`config.mk`:
```
export PLATFORM = sky130hd
export DESIGN_NAME = utf8_stream_decoder_ank
export DESIGN_NICKNAME = d
export VERILOG_FILES = /design/src/rtl/u8dec_pkg.sv /design/src/rtl/u8dec_ctrl.sv /design/src/rtl/u8dec_dp.sv /design/src/rtl/utf8_stream_decoder_ank.sv
export SDC_FILE = /design/constraint.sdc
export NUM_CORES = 1
export LEC_CHECK = 0
export BUFFER_PORTS_ARGS = -buffer_cell sky130_fd_sc_hd__clkbuf_2
export CAP_MARGIN = 25
export CORE_ASPECT_RATIO = 1.75
export CORE_UTILIZATION = 55
export CTS_BUF_LIST = sky130_fd_sc_hd__clkbuf_4
export CTS_CLUSTER_DIAMETER = 120
export DETAILED_ROUTE_END_ITERATION = 8
export HOLD_SLACK_MARGIN = 0.03
export PLACE_DENSITY = 0.75
export SETUP_SLACK_MARGIN = 0.05
export SLEW_MARGIN = 40
export SYNTH_ARGS = -nofsm -noshare
export SYNTH_HDL_FRONTEND = slang
export SYNTH_HIERARCHICAL = 1
export SYNTH_SLANG_ARGS = --single-unit
```
`constraint.sdc`:
```
create_clock -name clk -period 11.8 [get_ports clk]
set_input_delay 3.54 -clock clk [delete_from_list [all_inputs] [get_ports clk]]
set_output_delay 3.54 -clock clk [all_outputs]
set_load 0.01 [all_outputs]
```
`src/rtl/u8dec_pkg.sv`:
```
// shared types, constants and helper functions for the utf-8 stream decoder
package u8dec_pkg;

  localparam logic [20:0] REPL_CP = 21'h00FFFD;

  typedef enum logic {
    ST_IDLE,
    ST_PEND
  } state_t;

  // controller to datapath
  typedef struct packed {
    logic emit;  // load one result into the output register and drop its bytes
    logic load;  // append the accepted input byte to the window
  } cmd_t;

  // datapath to controller
  typedef struct packed {
    logic has_result;  // window head holds a decodable sequence now
    logic is_last;     // the head result is the last one for the current byte
    logic out_free;    // output register is empty or being taken this cycle
  } stat_t;

  function automatic logic [2:0] lead_len(input logic [7:0] b);
    logic [2:0] len;
    if (b[7] == 1'b0) begin
      len = 3'd1;
    end else if (b[7:5] == 3'b110) begin
      len = 3'd2;
    end else if (b[7:4] == 4'b1110) begin
      len = 3'd3;
    end else if (b[7:3] == 5'b11110) begin
      len = 3'd4;
    end else begin
      len = 3'd1;
    end
    return len;
  endfunction

  function automatic logic is_cont(input logic [7:0] b);
    return b[7:6] == 2'b10;
  endfunction

  function automatic logic [7:0] to_ank(input logic [20:0] cp);
    logic [7:0] a;
    if (cp >= 21'h20 && cp <= 21'h7E) begin
      a = cp[7:0];
    end else if (cp >= 21'hFF01 && cp <= 21'hFF5E) begin
      a = cp[7:0] + 8'h20;
    end else if (cp >= 21'hFF61 && cp <= 21'hFF9F) begin
      a = cp[7:0] + 8'h40;
    end else if (cp == 21'h00A5) begin
      a = 8'h5C;
    end else begin
      a = 8'h00;
    end
    return a;
  endfunction

endpackage

```
`src/rtl/u8dec_ctrl.sv`:
```
// controller state machine for the utf-8 stream decoder
module u8dec_ctrl (
  input  logic             clk,
  input  logic             rst,
  input  logic             in_valid,
  output logic             in_stall,
  input  u8dec_pkg::stat_t stat,
  output u8dec_pkg::cmd_t  cmd
);

  u8dec_pkg::state_t state;
  u8dec_pkg::state_t state_next;
  logic              can_take;

  always_ff @(posedge clk) begin
    if (rst) begin
      state <= u8dec_pkg::ST_IDLE;
    end else begin
      state <= state_next;
    end
  end

  always_comb begin
    cmd        = '0;
    can_take   = 1'b1;
    state_next = state;
    case (state)
      u8dec_pkg::ST_IDLE: begin
        can_take   = 1'b1;
        cmd.load   = in_valid;
        state_next = in_valid ? u8dec_pkg::ST_PEND : u8dec_pkg::ST_IDLE;
      end
      u8dec_pkg::ST_PEND: begin
        cmd.emit = stat.has_result && stat.out_free;
        // the next byte may enter once the window has nothing more to give
        can_take = !stat.has_result || (cmd.emit && stat.is_last);
        cmd.load = can_take && in_valid;
        if (can_take) begin
          state_next = in_valid ? u8dec_pkg::ST_PEND : u8dec_pkg::ST_IDLE;
        end
      end
      default: begin
        state_next = u8dec_pkg::ST_IDLE;
      end
    endcase
  end

  assign in_stall = !can_take;

endmodule

```
`src/rtl/u8dec_dp.sv`:
```
// datapath: byte window, head decode, ank mapping and output register
module u8dec_dp (
  input  logic             clk,
  input  logic             rst,
  input  logic [7:0]       byte_in,
  input  logic             stream_end,
  input  u8dec_pkg::cmd_t  cmd,
  output u8dec_pkg::stat_t stat,
  output logic             out_valid,
  input  logic             out_stall,
  output logic [20:0]      code_point,
  output logic [2:0]       bytes_consumed,
  output logic [7:0]       ank_code,
  output logic             run_last
);

  logic [7:0]  win [4];
  logic [7:0]  win_next [4];
  logic [7:0]  hw [4];
  logic [2:0]  count;
  logic [2:0]  count_next;
  logic        flush;

  logic [2:0]  len;
  logic        cont_ok;
  logic [20:0] cp;
  logic [2:0]  used;
  logic [2:0]  rem;
  logic [7:0]  nb0;
  logic [2:0]  shamt;
  logic [2:0]  cnt_after;
  logic [2:0]  src;

  // head bytes, zero past the fill level (flush padding)
  always_comb begin
    for (int i = 0; i < 4; i++) begin
      hw[i] = (3'(i) < count) ? win[i] : 8'h00;
    end
  end

  always_comb begin
    len     = u8dec_pkg::lead_len(hw[0]);
    cont_ok = 1'b1;
    for (int i = 1; i < 4; i++) begin
      if (3'(i) < len && !u8dec_pkg::is_cont(hw[i])) begin
        cont_ok = 1'b0;
      end
    end
    used = 3'd1;
    if (len == 3'd1) begin
      cp = hw[0][7] ? u8dec_pkg::REPL_CP : {13'd0, hw[0]};
    end else if (!cont_ok) begin
      cp = u8dec_pkg::REPL_CP;
    end else begin
      used = len;
      case (len)
        3'd2:    cp = {10'd0, hw[0][4:0], hw[1][5:0]};
        3'd3:    cp = {5'd0, hw[0][3:0], hw[1][5:0], hw[2][5:0]};
        default: cp = {hw[0][2:0], hw[1][5:0], hw[2][5:0], hw[3][5:0]};
      endcase
    end
  end

  // what is left after this result, to tell whether it closes the run
  assign rem = count - used;
  assign nb0 = win[used[1:0]];

  always_comb begin
    stat.has_result = (count != 3'd0) &&
                      (flush || count >= u8dec_pkg::lead_len(hw[0]));
    stat.is_last    = (rem == 3'd0) ||
                      (!flush && rem < u8dec_pkg::lead_len(nb0));
    stat.out_free   = !out_valid || !out_stall;
  end

  // shift out consumed bytes, then append the new one
  assign shamt     = cmd.emit ? used : 3'd0;
  assign cnt_after = count - shamt;

  always_comb begin
    for (int i = 0; i < 4; i++) begin
      src         = 3'(i) + shamt;
      win_next[i] = (src < 3'd4) ? win[src[1:0]] : win[i];
    end
    if (cmd.load && cnt_after < 3'd4) begin
      win_next[cnt_after[1:0]] = byte_in;
    end
  end

  assign count_next = cnt_after + ((cmd.load && cnt_after < 3'd4) ? 3'd1 : 3'd0);

  always_ff @(posedge clk) begin
    for (int i = 0; i < 4; i++) begin
      win[i] <= win_next[i];
    end
    if (cmd.load) begin
      flush <= stream_end;
    end
    if (cmd.emit) begin
      code_point     <= cp;
      bytes_consumed <= used;
      ank_code       <= u8dec_pkg::to_ank(cp);
      run_last       <= stat.is_last;
    end
  end

  always_ff @(posedge clk) begin
    if (rst) begin
      count     <= 3'd0;
      out_valid <= 1'b0;
    end else begin
      count <= count_next;
      if (cmd.emit) begin
        out_valid <= 1'b1;
      end else if (!out_stall) begin
        out_valid <= 1'b0;
      end
    end
  end

  a_count_range: assert property (@(posedge clk) disable iff (rst)
    count <= 3'd4)
    else $error("window fill level out of range");

  a_emit_free: assert property (@(posedge clk) disable iff (rst)
    cmd.emit |-> stat.out_free)
    else $error("result loaded over a beat not yet taken");

  a_load_after_last: assert property (@(posedge clk) disable iff (rst)
    (cmd.load && cmd.emit) |-> stat.is_last)
    else $error("byte appended while the window still owes results");

  a_used_range: assert property (@(posedge clk) disable iff (rst)
    out_valid |-> (bytes_consumed != 3'd0 && bytes_consumed <= 3'd4))
    else $error("bytes consumed out of range");

endmodule

```
`src/rtl/utf8_stream_decoder_ank.sv`:
```
// top level of the utf-8 stream decoder with half-width ank mapping
// a result beat passes through the byte window and then the output register before it is presented
// throughput: one byte per cycle while each byte releases at most one code point and the output is not stalled;
//   a byte that releases more than one code point holds the input until its last one is loaded (one decode per cycle)
// a byte that completes no sequence is absorbed with no result beat
// reset (rst, synchronous): controller idle, window empty, output beat invalid
module utf8_stream_decoder_ank (
  input  logic        clk,
  input  logic        rst,
  // byte channel
  input  logic        in_valid,
  output logic        in_stall,
  input  logic [7:0]  byte_in,
  input  logic        stream_end,
  // code point channel
  output logic        out_valid,
  input  logic        out_stall,
  output logic [20:0] code_point,
  output logic [2:0]  bytes_consumed,
  output logic [7:0]  ank_code,
  output logic        run_last
);

  u8dec_pkg::cmd_t  cmd;
  u8dec_pkg::stat_t stat;

  // controller: idle, or pending while the window still has sequences to decode;
  // a new byte is taken in the same cycle as the last result of the previous one
  u8dec_ctrl u_ctrl (
    .clk      (clk),
    .rst      (rst),
    .in_valid (in_valid),
    .in_stall (in_stall),
    .stat     (stat),
    .cmd      (cmd)
  );

  // datapath: four-byte window, head decode, ank lookup and the output register
  // that parts the two channels
  u8dec_dp u_dp (
    .clk            (clk),
    .rst            (rst),
    .byte_in        (byte_in),
    .stream_end     (stream_end),
    .cmd            (cmd),
    .stat           (stat),
    .out_valid      (out_valid),
    .out_stall      (out_stall),
    .code_point     (code_point),
    .bytes_consumed (bytes_consumed),
    .ank_code       (ank_code),
    .run_last       (run_last)
  );

endmodule
```
After elaboration in Yosys (flattened, before gate mapping)
Memories as Yosys holds them, arrays and structs flattened. Index checks and enable logic that the tools add are counted.

$add $sub $neg: 8. Magnitude comparators: 22. Equality and inequality tests: 14. Muxes and demuxes: 43. Bitwise gates (word level): 2. Reduce and logical (&&, ||, !) cells: 27.

Operators with widths (count): 8-bit 2-to-1 mux (12); 21-bit by 16-bit greater-or-equal comparator with 1-bit output, second input constant (2); 21-bit by 16-bit <= comparator with 1-bit output, second input constant (2); 21-bit 2-to-1 mux (2); 21-bit case mux with 2 select lines (1); 3-bit 2-to-1 mux (11); 32-bit bitwise mux (1); 32-bit 2-to-1 mux (1); 21-bit by 8-bit equality test with 1-bit output, second input constant (1); 21-bit by 6-bit greater-or-equal comparator with 1-bit output, second input constant (1); 21-bit by 7-bit <= comparator with 1-bit output, second input constant (1); 8-bit demux with 2-bit select (1); 16-bit 2-to-1 mux (1); 3-bit < comparator, second input constant (5); 1-bit logical AND (13); 2-bit by 3-bit < comparator with 1-bit output, first input constant (4); 5-bit equality test, second input constant (2); 1-bit by 3-bit < comparator with 1-bit output, first input constant (3); 1-bit 2-to-1 mux (9); 8-bit by 6-bit adder with 8-bit output, second input constant (1); 8-bit by 7-bit adder with 8-bit output, second input constant (1); 4-bit equality test, second input constant (2); 1-bit zero test (8); 7-bit 2-to-1 mux (1); 19 further kinds (30).

Flip-flop bits (word level): 39. Memory bits (writable): 32. Output and inout bits: 35. Memories: 1.

Memories: u_dp.win (words 4, width 8, rd ports 9, clocked after Yosys merged registers in 0, write ports 4, line u8dec_dp.sv:17) `logic [7:0] win [4];`.

Logic depth before layout (Yosys ltp)
Gate-level depths: netlist of run 1. An unclocked memory read counts as a cell.

Word-level depth: 30. Depth in mapped cells: 27.

Hierarchy
Netlist of run 1, hierarchy kept.

By module, submodules not included: u8dec_dp (times used 1, cells an instance 499, area an instance 4903.5 um^2); u8dec_ctrl (times used 1, cells an instance 8, area an instance 66.3 um^2).

Least setup slack after synthesis of run 1
OpenSTA, ideal clock, no wires.

Path type: input -> output. Start: input out_stall. End: output in_stall. Arrival time: 3.859 ns. Required time: 8.260 ns. Setup slack: 4.401 ns. Cell stages on the path: 4. Buffers on the path: 0. Path through: nand2_1 -> nand2_2 -> nand3_2 -> inv_1.

Longest elaborated chain between the ends: 7.

RTL lines: from (decl) (line utf8_stream_decoder_ank.sv:17) `input logic out_stall,`; 1-bit zero test (line u8dec_dp.sv:73) `stat.out_free = !out_valid || !out_stall;`; 1-bit logical OR (line u8dec_dp.sv:73); 1-bit logical AND (line u8dec_ctrl.sv:34) `cmd.emit = stat.has_result && stat.out_free;`; 1-bit logical AND (line u8dec_ctrl.sv:36) `can_take = !stat.has_result || (cmd.emit && stat.is_last);`; 1-bit logical OR (line u8dec_ctrl.sv:36); 1-bit case mux with 2 select lines (line u8dec_ctrl.sv:27) `case (state)`; 1-bit zero test (line u8dec_ctrl.sv:48) `assign in_stall = !can_take;`; to (decl) (line utf8_stream_decoder_ank.sv:12) `output logic in_stall,`.

No other way between the ends.

==> results of run 1 <==
==> worst max-delay path by stage <==
stage | from | to | cells past startpoint
2_1_floorplan | out_stall | in_stall | 4
3_3_place_gp | out_stall | in_stall | 6
3_5_place_dp | u_dp/count[1] | in_stall | 15
4_1_cts | u_dp/count[1] | in_stall | 15
5_1_grt | u_dp/count[1] | in_stall | 15
6_report | u_dp/count[1] | in_stall | 15
==> power by group through the flow <==
stage	Sequential, mW	Clock [mW]	Combinational, mW
finish	0.507	0.194	0.826
detailed placement	0.504	0	0.808
global placement	0.501	0	0.790
floorplan	0.446	0	0.644
CTS	0.498	0.198	0.812
global route	0.516	0.207	0.899
==> routing by layer <==
metal | vias to the layer above | GRT usage | wire length [um]
li1 | 1998 | - | -
met4 | 0 | 0.245 | 1130
met2 | 244 | 0.545 | 7170
met5 | - | 0 | 0
met3 | 91 | 0.0763 | 864
met1 | 2044 | 0.320 | 4890
==> sequential cells by signal, indices dropped and copies added, names as in the netlist <==
signal,flops
u_dp/ank_code,8
u_dp/flush,1
u_dp/code_point,21
u_dp/out_valid,1
u_dp/win,32
u_dp/run_last,1
u_dp/count,3
u_dp/bytes_consumed,3
u_ctrl/state,1
==> kinds of logic after synthesis <==
family,count (synthesis),synth area share
xor gates and xnor gates,8,0.0156
adders and majority gates,20,0.0534
buffers and inverters,56,0.0504
AOI/OAI and AO/OA,138,0.202
and+or+nand+nor,130,0.149
DFF,71,0.354
muxes,84,0.175
==> worst max-delay path, stage by stage, from the launching register on <==
cell,delay (ns)
dfxtp_1,0.75
or3_1,0.39
a32oi_4,0.11
o32ai_4,0.64
nand2_1,0.35
ha_1,0.30
fa_1,0.40
xnor2_1,0.15
xnor2_1,0.24
ha_1,0.28
o32ai_1,0.31
a21o_1,0.15
nand2_2,0.06
nand3_2,0.09
inv_1,0.04
clkbuf_2,0.11
==> through the flow <==
step                power [mW]   util  worst slack, ns  cells  area [um2]
finish                    1.53  0.625             3.44    670        5460
global route              1.62  0.625             3.15    670        5460
CTS                       1.51  0.625             3.52    670        5460
detailed placement        1.31  0.605             4.03    654        5280
global placement          1.29  0.603             4.21    654        5260
floorplan                 1.09      -             4.40    507        4970
==> placed cells by master, fill, tap and decap left out, drive strengths merged, types with 3 or more instances in the layout <==
| cell | synthesis | routed |
|---|---|---|
| a211oi | 3 | 3 |
| a21oi | 50 | 50 |
| a311oi | 4 | 4 |
| a31o | 4 | 4 |
| a31oi | 12 | 12 |
| a32oi | 4 | 4 |
| and2 | 4 | 4 |
| and3 | 8 | 8 |
| buf | 13 | 4 |
| bufinv | 0 | 3 |
| clkbuf | 8 | 56 |
| clkinv | 0 | 3 |
| dfxtp | 37 | 37 |
| edfxtp | 34 | 34 |
| ha | 18 | 18 |
| inv | 35 | 35 |
| mux2 | 22 | 22 |
| mux2i | 62 | 62 |
| nand2 | 23 | 23 |
| nand2b | 4 | 4 |
| nand3 | 7 | 7 |
| nand3b | 3 | 3 |
| nand4 | 8 | 8 |
| nor2 | 37 | 37 |
| nor2b | 5 | 5 |
| nor3 | 13 | 13 |
| o21ai | 24 | 24 |
| o22ai | 8 | 8 |
| or3 | 4 | 4 |
| xnor2 | 3 | 3 |
| xor2 | 5 | 5 |
==> area by class of cell <==
cell class	count	area share
Clock buffer	9	0.0124
Inverter	35	0.0241
Timing Repair Buffer	51	0.0486
Multi-Input combinational cell	380	0.545
Clock inverter	7	0.0204
Tap cell	117	0.0268
Sequential cell	71	0.323
==> run_summary.xml, run 1 <==
<?xml version="1.0" encoding="UTF-8"?>
<metrics>
  <group name="timing">
    <metric name="maxClockFrequency" unit="GHz">0.120</metric>
    <metric name="setup_viol_count_final" unit="">0</metric>
    <metric name="min_period_over_period" unit="">0.708</metric>
    <metric name="final_sum_of_negative_setup_slack" unit="ns">0</metric>
    <metric name="max-slew-margin-rel" unit="">0.422</metric>
    <metric name="grt_setup_unrepaired" unit="">no</metric>
    <metric name="fin_skew" unit="ns">0.0192</metric>
    <metric name="final_max_slew_viol_count" unit="">0</metric>
    <metric name="finalHoldWorstSlack" unit="ns">0.516</metric>
    <metric name="post-route-min-period" unit="ns">8.36</metric>
    <metric name="worstMarginPinSlew" unit="ns">0.862</metric>
    <metric name="hold_viol" unit="">0</metric>
  </group>
  <group name="worst_setup_path">
    <metric name="cp-start-kind" unit="">register</metric>
    <metric name="cp_data_arrival_time" unit="ns">4.82</metric>
    <metric name="capture_point_of_the_worst_reg_to_reg_path" unit="">u_dp/win[1][4]</metric>
    <metric name="critical_path_required" unit="ns">8.26</metric>
    <metric name="reg2reg_depth" unit="">19</metric>
    <metric name="critical_path_peak_fanout" unit="">17</metric>
    <metric name="crit_path_capture_type" unit="">primary output</metric>
    <metric name="critPathKind" unit="">register to primary output</metric>
    <metric name="r2r-start" unit="">u_dp/count[1]</metric>
    <metric name="worst-r2r-setup-slack" unit="ns">5.72</metric>
  </group>
  <group name="die">
    <metric name="floorplan.core_area" unit="mm2">0.00873</metric>
    <metric name="floorplan.die_area" unit="mm2">0.00943</metric>
    <metric name="pin_count" unit="">48</metric>
    <metric name="chipHeight" unit="um">128</metric>
    <metric name="initial_core_utilization" unit="">0.569</metric>
    <metric name="dieWidth" unit="um">73.9</metric>
    <metric name="rows" unit="">45</metric>
  </group>
  <group name="grt">
    <metric name="number_of_antenna_violations_at_the_first_check_in_global_routing" unit="">0</metric>
    <metric name="grt_start_max_net_pins" unit="">48</metric>
    <metric name="track_usage" unit="">0.318</metric>
    <metric name="via_count_of_the_first_global_routing_pass" unit="">4372</metric>
    <metric name="grt_overflow_total" unit="">0</metric>
    <metric name="grt_first_pass_wirelength" unit="um">22200</metric>
  </group>
  <group name="logic_synthesis">
    <metric name="yosys.cell_count.top_type" unit="">mux2i_1</metric>
    <metric name="asyncSetResetFlopFracSynth" unit="">0</metric>
    <metric name="edff_count_synth" unit="">34</metric>
    <metric name="syn-cell-area" unit="mm2">0.00497</metric>
    <metric name="synth.largest_area_cell" unit="">edfxtp_1</metric>
    <metric name="synth.yosys.seq_area_share" unit="">0.354</metric>
    <metric name="post_synth_inst_count" unit="">507</metric>
    <metric name="synth.net_count" unit="">540</metric>
    <metric name="post_synth_num_cell_types" unit="">87</metric>
    <metric name="synth-seq-cells" unit="">71</metric>
    <metric name="area_fraction_of_the_dominant_cell_type_after_synthesis" unit="">0.205</metric>
    <metric name="ys_top_cells_by_count" unit="">mux2i_1 (62), a21oi_1 (47), dfxtp_1 (37)</metric>
    <metric name="netlist_top_cells_area" unit="">edfxtp_1 (21%), dfxtp_1 (15%), mux2i_1 (12%)</metric>
    <metric name="dominantRegCellSynth" unit="">dfxtp_1</metric>
    <metric name="avg_cell_area_syn" unit="um2">9.80</metric>
    <metric name="synthesis.yosys.warnings" unit="">6</metric>
  </group>
  <group name="placed_design">
    <metric name="dp_hpwl" unit="um">10800</metric>
    <metric name="gpl.final_weighted_congestion" unit="">1.02</metric>
    <metric name="placement.io_buffers" unit="">47</metric>
  </group>
  <group name="routing">
    <metric name="post_drt_wl_per_cell" unit="um">21.0</metric>
    <metric name="drt_iter0_drc" unit="">334</metric>
    <metric name="drt_pre_antenna_iters" unit="">5</metric>
    <metric name="drt_drc_violations_left" unit="">0</metric>
    <metric name="totalWireLength" unit="um">14100</metric>
    <metric name="vias" unit="">4377</metric>
    <metric name="antenna_left" unit="">0</metric>
    <metric name="routed_via_density" unit="">6.53</metric>
  </group>
  <group name="layout">
    <metric name="multiInputGateArea" unit="mm2">0.00297</metric>
    <metric name="diodes" unit="">0</metric>
    <metric name="fill_cells" unit="">736</metric>
    <metric name="drive_above_1_share" unit="">0.222</metric>
    <metric name="syn_to_final_growth" unit="%">9.79</metric>
    <metric name="nets" unit="">581</metric>
    <metric name="regArea" unit="mm2">0.00176</metric>
  </group>
  <group name="clocking">
    <metric name="cts_num_sinks" unit="">71</metric>
    <metric name="count_of_hold_fix_buffers_inserted_at_cts" unit="">0</metric>
    <metric name="clk_pin_slew_worst_setup_hold_paths" unit="ns">0.13</metric>
    <metric name="clockRootBuffer" unit="">clkbuf_4</metric>
    <metric name="post_cts_buffers" unit="">0</metric>
    <metric name="cts-htree-levels" unit="">3</metric>
    <metric name="numCtsBuffers" unit="">9</metric>
    <metric name="clockBufferDepth" unit="">2</metric>
    <metric name="clkLatencyLatePin" unit="ns">0.44</metric>
    <metric name="cts.repair.resized" unit="">0</metric>
    <metric name="cts_tree" unit="">done</metric>
  </group>
  <group name="power_and_ir_drop">
    <metric name="clkPwrFrac" unit="">0.127</metric>
    <metric name="power.combinational.fraction" unit="">0.541</metric>
    <metric name="vdd_drop_max" unit="uV">155</metric>
    <metric name="switching_fraction" unit="">0.471</metric>
    <metric name="power.sequential.fraction" unit="">0.332</metric>
    <metric name="p_int" unit="mW">0.808</metric>
    <metric name="power_per_cell_area" unit="mW/mm2">280</metric>
    <metric name="total_leakage_power" unit="nW">2.25</metric>
    <metric name="switching_power" unit="mW">0.719</metric>
  </group>
  <group name="worst_hold_path">
    <metric name="hold_end" unit="">u_ctrl/state</metric>
    <metric name="holdPathStages" unit="">2</metric>
    <metric name="startpoint_of_the_worst_hold_path" unit="">u_ctrl/state</metric>
    <metric name="worstHoldPathType" unit="">register to register</metric>
  </group>
  <group name="flow_run">
    <metric name="drv.max_cap_violation_count" unit="">0</metric>
  </group>
  <group name="run_status">
    <metric name="run_status" unit="">finished, final reports clean</metric>
  </group>
</metrics>
(Power assumes the default switching activity.)
==> run 2: changes to the inputs <==
--- a/config.mk
+++ b/config.mk
@@ -13,7 +13,7 @@
 export CTS_CLUSTER_DIAMETER = 120
 export DETAILED_ROUTE_END_ITERATION = 8
 export HOLD_SLACK_MARGIN = 0.03
-export PLACE_DENSITY = 0.75
+export PLACE_DENSITY = 0.78
 export SETUP_SLACK_MARGIN = 0.05
 export SLEW_MARGIN = 40
 export SYNTH_ARGS = -nofsm -noshare
==> constraint.sdc (replaced) <==
create_clock -name clk -period 7.2 [get_ports clk]
set_input_delay 2.16 -clock clk [delete_from_list [all_inputs] [get_ports clk]]
set_output_delay 2.16 -clock clk [all_outputs]
set_load 0.01 [all_outputs]
==> run 2 against run 1 <==
Net effect: critical endpoint unchanged; total power is 65% higher; global-route usage rose by 2.6 points; via count down 0.87%; count of clock-buffer cells in the layout unchanged; die area unchanged; sequential cell count unchanged; clock skew is 0.0095 ns lower; register-to-register slack lost 4.3 ns; critical path depth increased by 2; critical path type unchanged; sequential power increased by 62%.
==> run_summary.xml, run 2 (synthesized netlist as in run 1, its figures left out) <==
<?xml version="1.0" encoding="UTF-8"?>
<metrics>
  <group name="placed_design">
    <metric name="gpl.final_weighted_congestion" unit="">0.973</metric>
    <metric name="dp_hpwl" unit="um">11900</metric>
    <metric name="pre_cts_ws" unit="ns">0.999</metric>
    <metric name="placement.io_buffers" unit="">47</metric>
  </group>
  <group name="timing">
    <metric name="maxClockFrequency" unit="GHz">0.148</metric>
    <metric name="final_sum_of_negative_setup_slack" unit="ns">0</metric>
    <metric name="grt_setup_unrepaired" unit="">no</metric>
    <metric name="least_setup_slack_across_all_paths_after_layout" unit="ns">0.447</metric>
    <metric name="post-route-min-period" unit="ns">6.75</metric>
    <metric name="min_period_over_period" unit="">0.938</metric>
    <metric name="final_max_slew_viol_count" unit="">0</metric>
    <metric name="setup_viol_count_final" unit="">0</metric>
    <metric name="max-slew-margin-rel" unit="">0.509</metric>
    <metric name="fin_skew" unit="ns">0.00969</metric>
    <metric name="worstMarginPinSlew" unit="ns">0.734</metric>
    <metric name="hold_viol" unit="">0</metric>
  </group>
  <group name="worst_setup_path">
    <metric name="critical_path_peak_fanout" unit="">14</metric>
    <metric name="worst-r2r-setup-slack" unit="ns">1.44</metric>
    <metric name="timing.critical_path.slowest_stage_cell" unit="">dfxtp_1</metric>
    <metric name="critPathKind" unit="">register to primary output</metric>
    <metric name="crit_buf_inv" unit="">4</metric>
    <metric name="cp_cell_sequence" unit="">buf_4 &gt; o311ai_2 &gt; nor3_1 &gt; inv_1 &gt; o21ai_0 &gt; nand2_1 &gt; ha_1 &gt; fa_1 &gt; xnor2_1 &gt; xnor2_1 &gt; ha_1 &gt; o32ai_1 &gt; a21o_1 &gt; nand2_2 &gt; nand3_2 &gt; inv_1 &gt; clkbuf_2</metric>
    <metric name="cp_data_arrival_time" unit="ns">4.59</metric>
    <metric name="crit_path_capture_type" unit="">primary output</metric>
    <metric name="cp_peak_stage_delay" unit="ns">0.67</metric>
    <metric name="critical_path_required" unit="ns">5.04</metric>
    <metric name="critical_path.top_delay_family" unit="">adder cells</metric>
    <metric name="cp-start-kind" unit="">register</metric>
  </group>
  <group name="layout">
    <metric name="nets" unit="">586</metric>
    <metric name="largest_reg_flops" unit="">32</metric>
    <metric name="final_cell_mix" unit="">mux2i_1 (62), clkbuf_2 (47), a21oi_1 (47), dfxtp_1 (37), nor2_1 (36)</metric>
    <metric name="drive_above_1_share" unit="">0.229</metric>
    <metric name="largest_reg_by_ff_count" unit="">u_dp/win</metric>
    <metric name="fill_cells" unit="">714</metric>
    <metric name="syn_to_final_growth" unit="%">10.2</metric>
    <metric name="finish.utilization" unit="">0.628</metric>
    <metric name="diodes" unit="">0</metric>
    <metric name="layout_commonest_cell" unit="">mux2i_1</metric>
    <metric name="layout_top_registers" unit="">u_dp/win: 32 flops, u_dp/code_point: 21 flops, u_dp/ank_code: 8 flops</metric>
  </group>
  <group name="die">
    <metric name="rows" unit="">45</metric>
    <metric name="dieWidth" unit="um">73.9</metric>
    <metric name="initial_core_utilization" unit="">0.569</metric>
    <metric name="floorplan.die_area" unit="mm2">0.00943</metric>
    <metric name="floorplan.core_area" unit="mm2">0.00873</metric>
    <metric name="chipHeight" unit="um">128</metric>
    <metric name="pin_count" unit="">48</metric>
  </group>
  <group name="grt">
    <metric name="number_of_antenna_violations_at_the_first_check_in_global_routing" unit="">0</metric>
    <metric name="grt_start_max_net_pins" unit="">47</metric>
    <metric name="track_usage" unit="">0.344</metric>
    <metric name="grt_overflow_total" unit="">0</metric>
    <metric name="via_count_of_the_first_global_routing_pass" unit="">4463</metric>
    <metric name="grt_first_pass_wirelength" unit="um">23600</metric>
  </group>
  <group name="clocking">
    <metric name="cts-htree-levels" unit="">3</metric>
    <metric name="cts.repair.resized" unit="">0</metric>
    <metric name="clk_pin_slew_worst_setup_hold_paths" unit="ns">0.12</metric>
    <metric name="clockRootBuffer" unit="">clkbuf_4</metric>
    <metric name="numCtsBuffers" unit="">9</metric>
    <metric name="cts_num_sinks" unit="">71</metric>
    <metric name="post_cts_buffers" unit="">0</metric>
    <metric name="count_of_hold_fix_buffers_inserted_at_cts" unit="">0</metric>
    <metric name="clockBufferDepth" unit="">2</metric>
    <metric name="cts_tree" unit="">done</metric>
    <metric name="clkLatencyLatePin" unit="ns">0.44</metric>
  </group>
  <group name="routing">
    <metric name="drt_drc_violations_left" unit="">0</metric>
    <metric name="vias" unit="">4339</metric>
    <metric name="drt_pre_antenna_iters" unit="">5</metric>
    <metric name="totalWireLength" unit="um">15200</metric>
    <metric name="drt_iter0_drc" unit="">245</metric>
    <metric name="routed_via_density" unit="">6.43</metric>
    <metric name="antenna_left" unit="">0</metric>
    <metric name="post_drt_wl_per_cell" unit="um">22.5</metric>
  </group>
  <group name="power_and_ir_drop">
    <metric name="power_per_cell_area" unit="mW/mm2">460</metric>
    <metric name="total_leakage_power" unit="nW">2.26</metric>
    <metric name="vdd_drop_max" unit="uV">342</metric>
  </group>
  <group name="run_status">
    <metric name="run_status" unit="">finished, final reports clean</metric>
  </group>
  <group name="flow_run">
    <metric name="drv.max_cap_violation_count" unit="">0</metric>
  </group>
  <group name="worst_hold_path">
    <metric name="worstHoldPathType" unit="">register to register</metric>
  </group>
</metrics>
==> run 2: power by group <==
| group | switching [mW] | total [mW] | internal (mW) |
|---|---|---|---|
| Combinational | 0.854 | 1.42 | 0.563 |
| Sequential | 0.220 | 0.820 | 0.600 |
| Clock | 0.147 | 0.284 | 0.138 |
| Total | 1.22 | 2.52 | 1.30 |
==> run 2: stage by stage <==
stage | std cells | power (mW) | cell area, um2 | hold WS [ns]
final | 675 | 2.52 | 5480 | 0.523
after global routing | 675 | 2.68 | 5480 | 0.548
after CTS | 675 | 2.49 | 5470 | 0.521
after detailed placement | 659 | 2.20 | 5310 | 0.496
after global placement | 659 | 2.16 | 5300 | 0.486
after floorplan | 507 | 1.79 | 4970 | 0.460
==> run 2: worst paths after layout <==
path | to | cells after the start | startpoint
max reg2reg | u_dp/win[0][1] | 23 | u_dp/count[2]
max | in_stall | 17 | u_dp/count[2]
min reg2reg | u_ctrl/state | 2 | u_ctrl/state
min | u_ctrl/state | 2 | u_ctrl/state
==> run 2: layout make-up <==
cell class              count  area (um2)  area share
multi-input cells         380        2980       0.544
flip-flops and latches     71        1760       0.322
repair buffers             56         303      0.0553
well taps                 117         146      0.0267
inverters                  35         131      0.0240
clock inverters             7        87.6      0.0160
clock buffers               9        67.6      0.0123
==> run 2: tightest hold or removal path: stages (launching register included) <==
cell and delay, ns:
dfxtp_1 0.36, nand3_2 0.08, a21oi_2 0.05
==> run 2: per-layer routing <==
layer,global-route usage,routed length (um)
met3,0.0613,609
met4,0.257,1070
met1,0.334,5250
met2,0.622,8230
met5,0,0
